[config.mk]
export PLATFORM = sky130hd
export DESIGN_NAME = circular_queue_unique_key_unit
export DESIGN_NICKNAME = d
export VERILOG_FILES = /design/src/hdl/cqk_pkg.sv /design/src/hdl/cqk_ram.sv /design/src/hdl/cqk_scan.sv /design/src/hdl/circular_queue_unique_key_unit.sv
export SDC_FILE = /design/constraint.sdc
export NUM_CORES = 1
export LEC_CHECK = 0
export BUFFER_PORTS_ARGS = -buffer_cell sky130_fd_sc_hd__buf_4
export CORE_MARGIN = 1.5
export CORE_UTILIZATION = 45
export DETAILED_ROUTE_END_ITERATION = 12
export PLACE_DENSITY_LB_ADDON = 0.08
export SYNTH_ARGS = -nofsm -noshare
export SYNTH_HDL_FRONTEND = slang
export SYNTH_SLANG_ARGS = --single-unit
[constraint.sdc]
create_clock -name clk_i -period 12.8 [get_ports clk_i]
set_input_delay 2.56 -clock clk_i [delete_from_list [all_inputs] [get_ports clk_i]]
set_output_delay 2.56 -clock clk_i [all_outputs]
set_load 0.02 [all_outputs]
[src/hdl/cqk_pkg.sv]
// Package: sizes, codes, transaction structs and pointer helper for the circular key queue.
`default_nettype none
package cqk_pkg;

  // Queue geometry
  localparam int unsigned DEPTH = 16;
  localparam int unsigned PTR_W = (DEPTH > 1) ? $clog2(DEPTH) : 1;
  localparam int unsigned CNT_W = $clog2(DEPTH + 1);
  localparam int unsigned OCC_W = 5;
  localparam int unsigned REC_W = 57;

  // Action codes
  localparam logic [1:0] ACT_ENQ    = 2'd0;
  localparam logic [1:0] ACT_ENQ_UQ = 2'd1;
  localparam logic [1:0] ACT_DEQ    = 2'd2;
  localparam logic [1:0] ACT_QUERY  = 2'd3;

  // Status codes
  localparam logic [1:0] STAT_OK    = 2'd0;
  localparam logic [1:0] STAT_FULL  = 2'd1;
  localparam logic [1:0] STAT_EMPTY = 2'd2;
  localparam logic [1:0] STAT_DUP   = 2'd3;

  typedef struct packed {
    logic [1:0]  action;
    logic [15:0] name_id;
    logic [15:0] species_id;
    logic [15:0] color_key;
    logic        bread_flag;
    logic [7:0]  age;
  } cqk_req_t;

  typedef struct packed {
    logic [1:0]       status;
    logic [OCC_W-1:0] occupancy;
    logic             front_valid;
    logic [15:0]      front_name;
    logic [15:0]      front_species;
    logic [15:0]      front_color;
    logic             front_bread;
    logic [7:0]       front_age;
  } cqk_rsp_t;

  // Stored record, 57 bits
  typedef struct packed {
    logic [15:0] name;
    logic [15:0] species;
    logic [15:0] color;
    logic        bread;
    logic [7:0]  age;
  } cqk_rec_t;

  // Key compare unit control
  typedef struct packed {
    logic clear;
    logic cmp;
  } cqk_scan_ctl_t;

  typedef enum logic [2:0] {
    ST_IDLE,
    ST_SCAN,
    ST_APPLY,
    ST_READ,
    ST_OUT
  } cqk_state_e;

  // Advance a pointer with wrap at the queue depth
  function automatic logic [PTR_W-1:0] cqk_wrap_next(input logic [PTR_W-1:0] ptr);
    logic [PTR_W-1:0] nxt;
    if (ptr == PTR_W'(DEPTH - 1)) begin
      nxt = '0;
    end else begin
      nxt = ptr + PTR_W'(1);
    end
    return nxt;
  endfunction

endpackage : cqk_pkg
`default_nettype wire

[src/hdl/cqk_ram.sv]
// Generic simple dual-port RAM: one write port, one read port with registered data.
`default_nettype none
module cqk_ram #(
  parameter int unsigned WIDTH = 8,
  parameter int unsigned DEPTH = 16
) (
  input  wire logic                                    clk_i,
  input  wire logic                                    we_i,
  input  wire logic [((DEPTH > 1) ? $clog2(DEPTH) : 1)-1:0] waddr_i,
  input  wire logic [WIDTH-1:0]                        wdata_i,
  input  wire logic                                    re_i,
  input  wire logic [((DEPTH > 1) ? $clog2(DEPTH) : 1)-1:0] raddr_i,
  output logic      [WIDTH-1:0]                        rdata_o
);

  logic [WIDTH-1:0] mem_q [DEPTH];
  logic [WIDTH-1:0] rdata_q;

  // Write port
  always_ff @(posedge clk_i) begin
    if (we_i) begin
      mem_q[waddr_i] <= wdata_i;
    end
  end

  // Registered read port
  always_ff @(posedge clk_i) begin
    if (re_i) begin
      rdata_q <= mem_q[raddr_i];
    end
  end

  assign rdata_o = rdata_q;

endmodule : cqk_ram
`default_nettype wire

[src/hdl/cqk_scan.sv]
// Key compare unit: accumulates a match flag over entries streamed out of the record store.
`default_nettype none
module cqk_scan (
  input  wire logic                   clk_i,
  input  wire logic                   rst_ni,
  input  wire cqk_pkg::cqk_scan_ctl_t ctl_i,
  input  wire logic [15:0]            key_i,
  input  wire logic [15:0]            rd_color_i,
  output logic                        hit_o
);
  import cqk_pkg::*;

  logic hit_d, hit_q;

  // Clear at the start of a transaction, set on any matching entry
  always_comb begin
    hit_d = hit_q;
    if (ctl_i.clear) begin
      hit_d = 1'b0;
    end else if (ctl_i.cmp && (rd_color_i == key_i)) begin
      hit_d = 1'b1;
    end
  end

  always_ff @(posedge clk_i or negedge rst_ni) begin
    if (!rst_ni) begin
      hit_q <= 1'b0;
    end else begin
      hit_q <= hit_d;
    end
  end

  assign hit_o = hit_q;

endmodule : cqk_scan
`default_nettype wire

[src/hdl/circular_queue_unique_key_unit.sv]
// Top level: circular record queue with duplicate key reject, sequencer around one record RAM.
//
//  channel   | handshake          | payload | direction
//  ----------+--------------------+---------+----------
//  request   | start, busy        | req_i   | in
//  result    | valid_o (strobe)   | rsp_o   | out
//
// A transaction is taken when start is high and busy is low. Plain enqueue, dequeue,
// query and unique enqueue on an empty queue step through the apply, read and output states.
// Otherwise unique enqueue first streams every occupied entry through the RAM read port,
// one per cycle, in the scan state before the apply, read and output states.
// Reset empties the queue at once; stored records need no clearing.
// The result strobe lasts one cycle and cannot be held off; busy stays high until then.
`default_nettype none
module circular_queue_unique_key_unit (
  input  wire logic              clk_i,
  input  wire logic              rst_ni,
  input  wire logic              start,
  output logic                   busy,
  input  wire cqk_pkg::cqk_req_t req_i,
  output logic                   valid_o,
  output cqk_pkg::cqk_rsp_t      rsp_o
);
  import cqk_pkg::*;

  cqk_state_e       state_d, state_q;
  logic [PTR_W-1:0] head_d, head_q;
  logic [PTR_W-1:0] tail_d, tail_q;
  logic [CNT_W-1:0] cnt_d, cnt_q;
  logic [PTR_W-1:0] scan_ptr_d, scan_ptr_q;
  logic [CNT_W-1:0] issued_d, issued_q;
  logic             rvalid_d, rvalid_q;
  logic [1:0]       status_d, status_q;
  cqk_req_t         req_d, req_q;

  logic             ram_we;
  logic             ram_re;
  logic [PTR_W-1:0] ram_raddr;
  cqk_rec_t         ram_wdata;
  cqk_rec_t         ram_rdata;
  cqk_scan_ctl_t    scan_ctl;
  logic             hit;
  logic             full;
  logic             empty;

  assign full  = (cnt_q == CNT_W'(DEPTH));
  assign empty = (cnt_q == '0);

  // Record to store, taken from the held request
  assign ram_wdata = '{name:    req_q.name_id,
                       species: req_q.species_id,
                       color:   req_q.color_key,
                       bread:   req_q.bread_flag,
                       age:     req_q.age};

  cqk_ram #(
    .WIDTH (REC_W),
    .DEPTH (DEPTH)
  ) u_store (
    .clk_i   (clk_i),
    .we_i    (ram_we),
    .waddr_i (tail_q),
    .wdata_i (ram_wdata),
    .re_i    (ram_re),
    .raddr_i (ram_raddr),
    .rdata_o (ram_rdata)
  );

  cqk_scan u_scan (
    .clk_i      (clk_i),
    .rst_ni     (rst_ni),
    .ctl_i      (scan_ctl),
    .key_i      (req_q.color_key),
    .rd_color_i (ram_rdata.color),
    .hit_o      (hit)
  );

  // Sequencer: next state, pointer updates and RAM control
  always_comb begin
    state_d        = state_q;
    head_d         = head_q;
    tail_d         = tail_q;
    cnt_d          = cnt_q;
    scan_ptr_d     = scan_ptr_q;
    issued_d       = issued_q;
    rvalid_d       = 1'b0;
    status_d       = status_q;
    req_d          = req_q;
    ram_we         = 1'b0;
    ram_re         = 1'b0;
    ram_raddr      = head_q;
    scan_ctl.clear = 1'b0;
    scan_ctl.cmp   = 1'b0;
    valid_o        = 1'b0;

    unique case (state_q)
      ST_IDLE: begin
        if (start) begin
          req_d          = req_i;
          scan_ctl.clear = 1'b1;
          scan_ptr_d     = head_q;
          issued_d       = '0;
          if ((req_i.action == ACT_ENQ_UQ) && !empty) begin
            state_d = ST_SCAN;
          end else begin
            state_d = ST_APPLY;
          end
        end
      end

      ST_SCAN: begin
        // Issue one read per cycle, compare the data that returns
        scan_ctl.cmp = rvalid_q;
        ram_raddr    = scan_ptr_q;
        if (issued_q != cnt_q) begin
          ram_re     = 1'b1;
          rvalid_d   = 1'b1;
          scan_ptr_d = cqk_wrap_next(scan_ptr_q);
          issued_d   = issued_q + CNT_W'(1);
        end else begin
          state_d = ST_APPLY;
        end
      end

      ST_APPLY: begin
        state_d = ST_READ;
        unique case (req_q.action)
          ACT_ENQ, ACT_ENQ_UQ: begin
            if ((req_q.action == ACT_ENQ_UQ) && hit) begin
              status_d = STAT_DUP;
            end else if (full) begin
              status_d = STAT_FULL;
            end else begin
              status_d = STAT_OK;
              ram_we   = 1'b1;
              tail_d   = cqk_wrap_next(tail_q);
              cnt_d    = cnt_q + CNT_W'(1);
            end
          end
          ACT_DEQ: begin
            if (empty) begin
              status_d = STAT_EMPTY;
            end else begin
              status_d = STAT_OK;
              head_d   = cqk_wrap_next(head_q);
              cnt_d    = cnt_q - CNT_W'(1);
            end
          end
          ACT_QUERY: begin
            status_d = STAT_OK;
          end
          default: begin
            status_d = STAT_OK;
          end
        endcase
      end

      ST_READ: begin
        // Fetch the head record for the result
        ram_re  = 1'b1;
        state_d = ST_OUT;
      end

      ST_OUT: begin
        valid_o = 1'b1;
        state_d = ST_IDLE;
      end

      default: begin
        state_d = ST_IDLE;
      end
    endcase
  end

  // Control registers
  always_ff @(posedge clk_i or negedge rst_ni) begin
    if (!rst_ni) begin
      state_q    <= ST_IDLE;
      head_q     <= '0;
      tail_q     <= '0;
      cnt_q      <= '0;
      scan_ptr_q <= '0;
      issued_q   <= '0;
      rvalid_q   <= 1'b0;
      status_q   <= STAT_OK;
    end else begin
      state_q    <= state_d;
      head_q     <= head_d;
      tail_q     <= tail_d;
      cnt_q      <= cnt_d;
      scan_ptr_q <= scan_ptr_d;
      issued_q   <= issued_d;
      rvalid_q   <= rvalid_d;
      status_q   <= status_d;
    end
  end

  // Held request payload
  always_ff @(posedge clk_i) begin
    req_q <= req_d;
  end

  assign busy = (state_q != ST_IDLE);

  // Result: zero front fields on an empty queue
  always_comb begin
    rsp_o.status        = status_q;
    rsp_o.occupancy     = OCC_W'(cnt_q);
    rsp_o.front_valid   = !empty;
    rsp_o.front_name    = empty ? '0 : ram_rdata.name;
    rsp_o.front_species = empty ? '0 : ram_rdata.species;
    rsp_o.front_color   = empty ? '0 : ram_rdata.color;
    rsp_o.front_bread   = empty ? 1'b0 : ram_rdata.bread;
    rsp_o.front_age     = empty ? '0 : ram_rdata.age;
  end

endmodule : circular_queue_unique_key_unit
`default_nettype wire
After elaboration in Yosys (flattened, before gate mapping). Memories as Yosys holds them, arrays and structs flattened. A register that Yosys moved wholly into a read port is not among the register bits. Cells that the tools add are included.

$add $sub $neg: 6. Multiply operators: 0. Divide/modulo/power cells: 0. $lt $le $gt $ge: 0. Equality and inequality tests: 20. Shift operators: 0. Muxes and demuxes: 42. Bitwise logic cells: 3. Reductions and logical operators: 18.

Operators with widths (number): 2-to-1 mux 16 bit (3); 2-to-1 mux 5 bit (5); 2-to-1 mux 4 bit (6); one-hot mux 5 bit (2 select lines) (2); equality test 16 bit (1); 2-to-1 mux 1 bit (16); adder 4 x 1 -> 4 bit (second input constant) (3); equality test 4 bit (second input constant) (3); inequality test 2 bit (second input constant) (6); one-hot mux 3 bit (4 select lines) (1); adder 5 x 1 -> 5 bit (second input constant) (2); 2-to-1 mux 8 bit (1); one-hot mux 4 bit (2 select lines) (1); equality test 3 x 2 -> 1 bit (second input constant) (2); 2-to-1 mux 2 bit (3); 2-to-1 mux 3 bit (2); one-hot mux 2 bit (3 select lines) (1); AND reduction 3 bit (2); nonzero test 2 bit (3); equality test 5 bit (second input constant) (1); zero test 5 bit (1); inequality test 5 bit (1); AND reduction 5 bit (1); subtractor 5 x 1 -> 5 bit (second input constant) (1); other kinds (14) (21).

Register bits: 88. Latch bits: 0. Memory bits (writable): 912. ROM bits: 0. Output and inout port bits: 67. Word-level logic and storage cells: 105. Memories: 1.

Memories: u_store.mem_q (depth 16, width 57, read ports 1, clocked after Yosys merged registers in 1, write ports 1, line cqk_ram.sv:16) `logic [WIDTH-1:0] mem_q [DEPTH];`.

Depth between registers and ports, before layout.
Depth after elaboration: 7. Depth in mapped cells: 10. Depth with buffers taken out: 8.

Cells and area by module. A second synthesis with hierarchy kept.

Cell total of the unflattened synthesis: 1773. Area, all modules: 39839.5 um2.

Modules (own cells, without submodules): cqk_ram (instances 1, cells an instance 1470, area an instance 35823.1 um2, sequential area each 29097.9 um2); circular_queue_unique_key_unit (instances 1, cells an instance 278, area an instance 3803.6 um2, sequential area each 2472.4 um2); cqk_scan (instances 1, cells an instance 25, area an instance 212.7 um2, sequential area each 25.0 um2).

Worst setup path after synthesis. OpenSTA, ideal clock, no wires.

Path type: reg2reg. From: reg state_q[0]. To: mem u_store.mem_q[3][0] (netlist bit) (enable). Library setup time: 0.542 ns. Arrival: 5.628 ns. Data required time: 12.258 ns. Path slack: 6.630 ns. Cell stages (with the launch flop): 7. Clock period less this slack: 6.170 ns. Cell sequence: dfrtp_1 > or3b_2 > clkbuf_1 > nand2b_1 > nor3_2 > nand2_1 > nor3_1.

Word-level cells in the longest chain between the ends: 4.

RTL lines: start, declared (line circular_queue_unique_key_unit.sv:26) `cqk_state_e state_d, state_q;`; start signal, assigned (line circular_queue_unique_key_unit.sv:187) `state_q <= state_d;`; equality test 3 x 2 -> 1 bit (line circular_queue_unique_key_unit.sv:96) `unique case (state_q)`; 2-to-1 mux 1 bit (line circular_queue_unique_key_unit.sv:96); 2-to-1 mux 1 bit (line cqk_ram.sv:21) `if (we_i) begin`; 2-to-1 mux 1 bit (implied by the code) (line cqk_ram.sv:22) `mem_q[waddr_i] <= wdata_i;`; end, declared (line cqk_ram.sv:16).

No other way between the ends.

==> impl_results.md <==
- FF+latch count, synth: 1057
- EDFF count, synth: 1028
- DRC viols: 0
- CP Class: flop to primary output
- # Max-Cap Violations: 0
- Final Hold Fails: 0
- Synthesis Warnings: 0
- FF-to-FF End: u_store.rdata_o[49]
- Area Overhead vs Synth: 12.3%
- Layout cells sized above 1: 20.5%
- Hold Buf Count CTS: 0
- Largest area contributor in the netlist: edfxtp_1
- Filler Cells Inserted: 9026
- Final setup viols: 0
- Post-CTS Resized: 0
- Routed WL: 133000 um
- Yosys cell types: 49
- CTS tree: done
- RSZ-0062 raised after global routing: false
- Switching part of the total: 36.1%
- Final setup TNS: 0 ns
- Count leader, synth: edfxtp_1
- P_sw: 0.00479 W
- Top FF cell, synth: edfxtp_1
- CP Launch Point: cnt_q[0]
- R2R Setup Slk: 8.33 ns
- Initial core utilization: 45.4%
- FP Rows: 121
- Slew headroom: 23.7%
- CP required: 10.24 ns
- WP data arrival: 3.08 ns
- PortBufs: 128
- Hold Path Stages: 2
- Startpoint types: flop
- Die area: 112000 sq um
- Vias in the first global route: 29.7k
- Status: finished, final reports clean
- Syn nets: 3203
- CP Cell Sequence: nor4_1 > and2_1 > inv_2 > buf_4 > and2_1 > buf_4
- Post-CTS Setup Bufs: 0
- Critical path peak fanout: 35
- Global route overflow: 0
- Worst min path class: flop to flop
- Least-Margin Pin Slew: 1.15 ns
- Hold EP: status_q[0]
- Non-Filler Instances: 4717
- Seq/Total Area, Yosys: 63.8%
- Clock power frac: 25.1%
- Placed Cells: 4501
- Final worst setup slack: 7.16 ns
- Remaining antenna violation count: 0
- Hold Slack: 0.490 ns
- Worst slack, placed: 7.83 ns
- GRT met2 Usage: 41.9%
- Comb pwr share: 39.0%
- PwrDens: 238 nW/um^2
- Timing-limited maximum frequency: 177 MHz
- Min-delay src: status_q[0]
- Final Cycle Share: 44.1%
- First-pass GRT wire length: 194000 um
- Synth top cells by count: edfxtp_1, mux2i_1, nand2_1
- Int Pwr: 0.00846 W
- Clock root buffer: clkbuf_16
- Pleak: 19.1 nW
- M3 GR Usage: 3.12%
- Core box area: 109000 sq um
- Ports: 129
- Max incr delay on CP: 0.65 ns
- Ys async rst share: 2.74%
- Gr busiest metal: met2
- Worst Setup End Kind: primary output
- Worst-Skew Late Latency: 0.70 ns
- Synth top area share: 62.4%
- Avg WL per Cell: 28.3 um
- Grt met1 use: 30.5%
- Top post-synthesis cells by area: edfxtp_1, mux2i_1, mux4_2
- Cells after Synth: 3130
- Num CTS Buffers: 115
- Synth Area per Inst: 15.8 sq um
- Reg2reg path depth: 7
- Reg power frac: 35.9%
- Reg-to-reg startpoint: head_q[1]
- Final net count: 3277
- Die height: 335 um
- Slowest CP cell: nor4_1
- Largest net degree at the start of global routing: 200
- Pre-antenna DRT Iters: 5
- Max IR drop VDD: 230 uV
- Max Buffers Root-to-Sink: 3
- Pins Over Slew Limit: 0
- Routed vias/inst: 6.09
- Tmin final: 5.64 ns
- Buf/Inv on CP: 3
- # clock sinks: 1057
- GRT Total Usage: 23.7%
- Fin Clk Skew: 0.0331 ns
- Initial DRC Count: 2098
- Vias: 28.7k
- Final HPWL DP: 67400 um
- RePlAce Congestion: 0.760
- Clock transition at the registers of the reported paths: 0.06 ns
- Initial antenna violation count: 5
- H-tree level count: 3
- Crit-path leading delay family: simple AND/OR/NAND/NOR gates
- Area of the mapped netlist: 49500 sq um
- Die Span X: 335 um
metrics by stage:
step / instance area, sq um / total power [W] / utilization, %
global route: 55600 / 0.0139 / 51.0
detailed placement: 51900 / 0.0100 / 47.6
floorplan: 49500 / 0.00841 / -
global placement: 51900 / 0.00995 / 47.6
finish: 55600 / 0.0132 / 51.0
CTS: 55600 / 0.0134 / 51.0
state kept, by name, summed over array words and instances (netlist names), 2 cells and up:
signal           count
u_store.rdata_o     57
scan_ptr_q           4
req_q                2
status_q             2
u_store.mem_q      912
state_q              3
head_q               4
issued_q             5
tail_q               4
cnt_q                5
ram_wdata           57
how the worst max path moves through the flow:
stage | cells after the start | endpoint | slack, ns
2_1_floorplan | 6 | u_store.mem_q[3][0] | 6.63
3_3_place_gp | 6 | rsp_o[1] | 7.93
3_5_place_dp | 6 | rsp_o[17] | 7.83
4_1_cts | 6 | rsp_o[17] | 7.07
5_1_grt | 6 | rsp_o[17] | 6.93
6_report | 6 | rsp_o[13] | 7.16
worst min-delay path: stages, from the launching register on:
cell and delay [ns]:
dfrtp_1 0.35, nand2_1 0.05, o31ai_1 0.05
power by group through the flow:
stage / clock network (W) / registers [W] / logic, W
floorplan: 0 / 0.00459 / 0.00382
global placement: 0 / 0.00481 / 0.00514
CTS: 0.00339 / 0.00476 / 0.00523
finish: 0.00332 / 0.00476 / 0.00517
global route: 0.00352 / 0.00480 / 0.00558
detailed placement: 0 / 0.00483 / 0.00521
layout by cell type, fill, tap and decap left out, types with 60 or more instances in the layout:
cell type | synthesis | final
a21oi_1 | 65 | 65
o21ai_0 | 125 | 125
edfxtp_1 | 1028 | 1028
nand2_1 | 308 | 308
and2_1 | 60 | 60
mux4_2 | 228 | 228
nand3_1 | 121 | 121
clkbuf_16 | 0 | 116
buf_4 | 3 | 187
mux2i_1 | 518 | 516
metal layers:
layer | part of all wire, % | vias to the layer above
li1 | - | 12594
met5 | 0 | -
met3 | 4.8 | 201
met1 | 42 | 15121
met4 | 2.5 | 0
met2 | 51 | 808
cells by family after synthesis:
| family | count (synthesis) | synth area share (%) |
|---|---|---|
| flip-flops | 1057 | 63.8 |
| multiplexers | 806 | 22.2 |
| AND/OR/NAND/NOR | 594 | 5.57 |
| AO/OA/AOI/OAI | 386 | 5.32 |
| buffers and inverters | 249 | 2.32 |
| XOR/XNOR | 27 | 0.478 |
| adder cells (fa/ha/maj) | 11 | 0.293 |
final cells by class:
class | count | area [sq um] | area share, %
Sequential cell | 1057 | 31600 | 56.8
Multi-Input combinational cell | 1824 | 16900 | 30.4
Clock buffer | 137 | 2990 | 5.38
Tap cell | 1414 | 1770 | 3.18
Timing Repair Buffer | 191 | 1480 | 2.67
Clock inverter | 78 | 769 | 1.38
Inverter | 15 | 58.8 | 0.106
Antenna cell | 1 | 2.50 | 0.00450
Note: power is estimated with default switching activity, not from simulation.
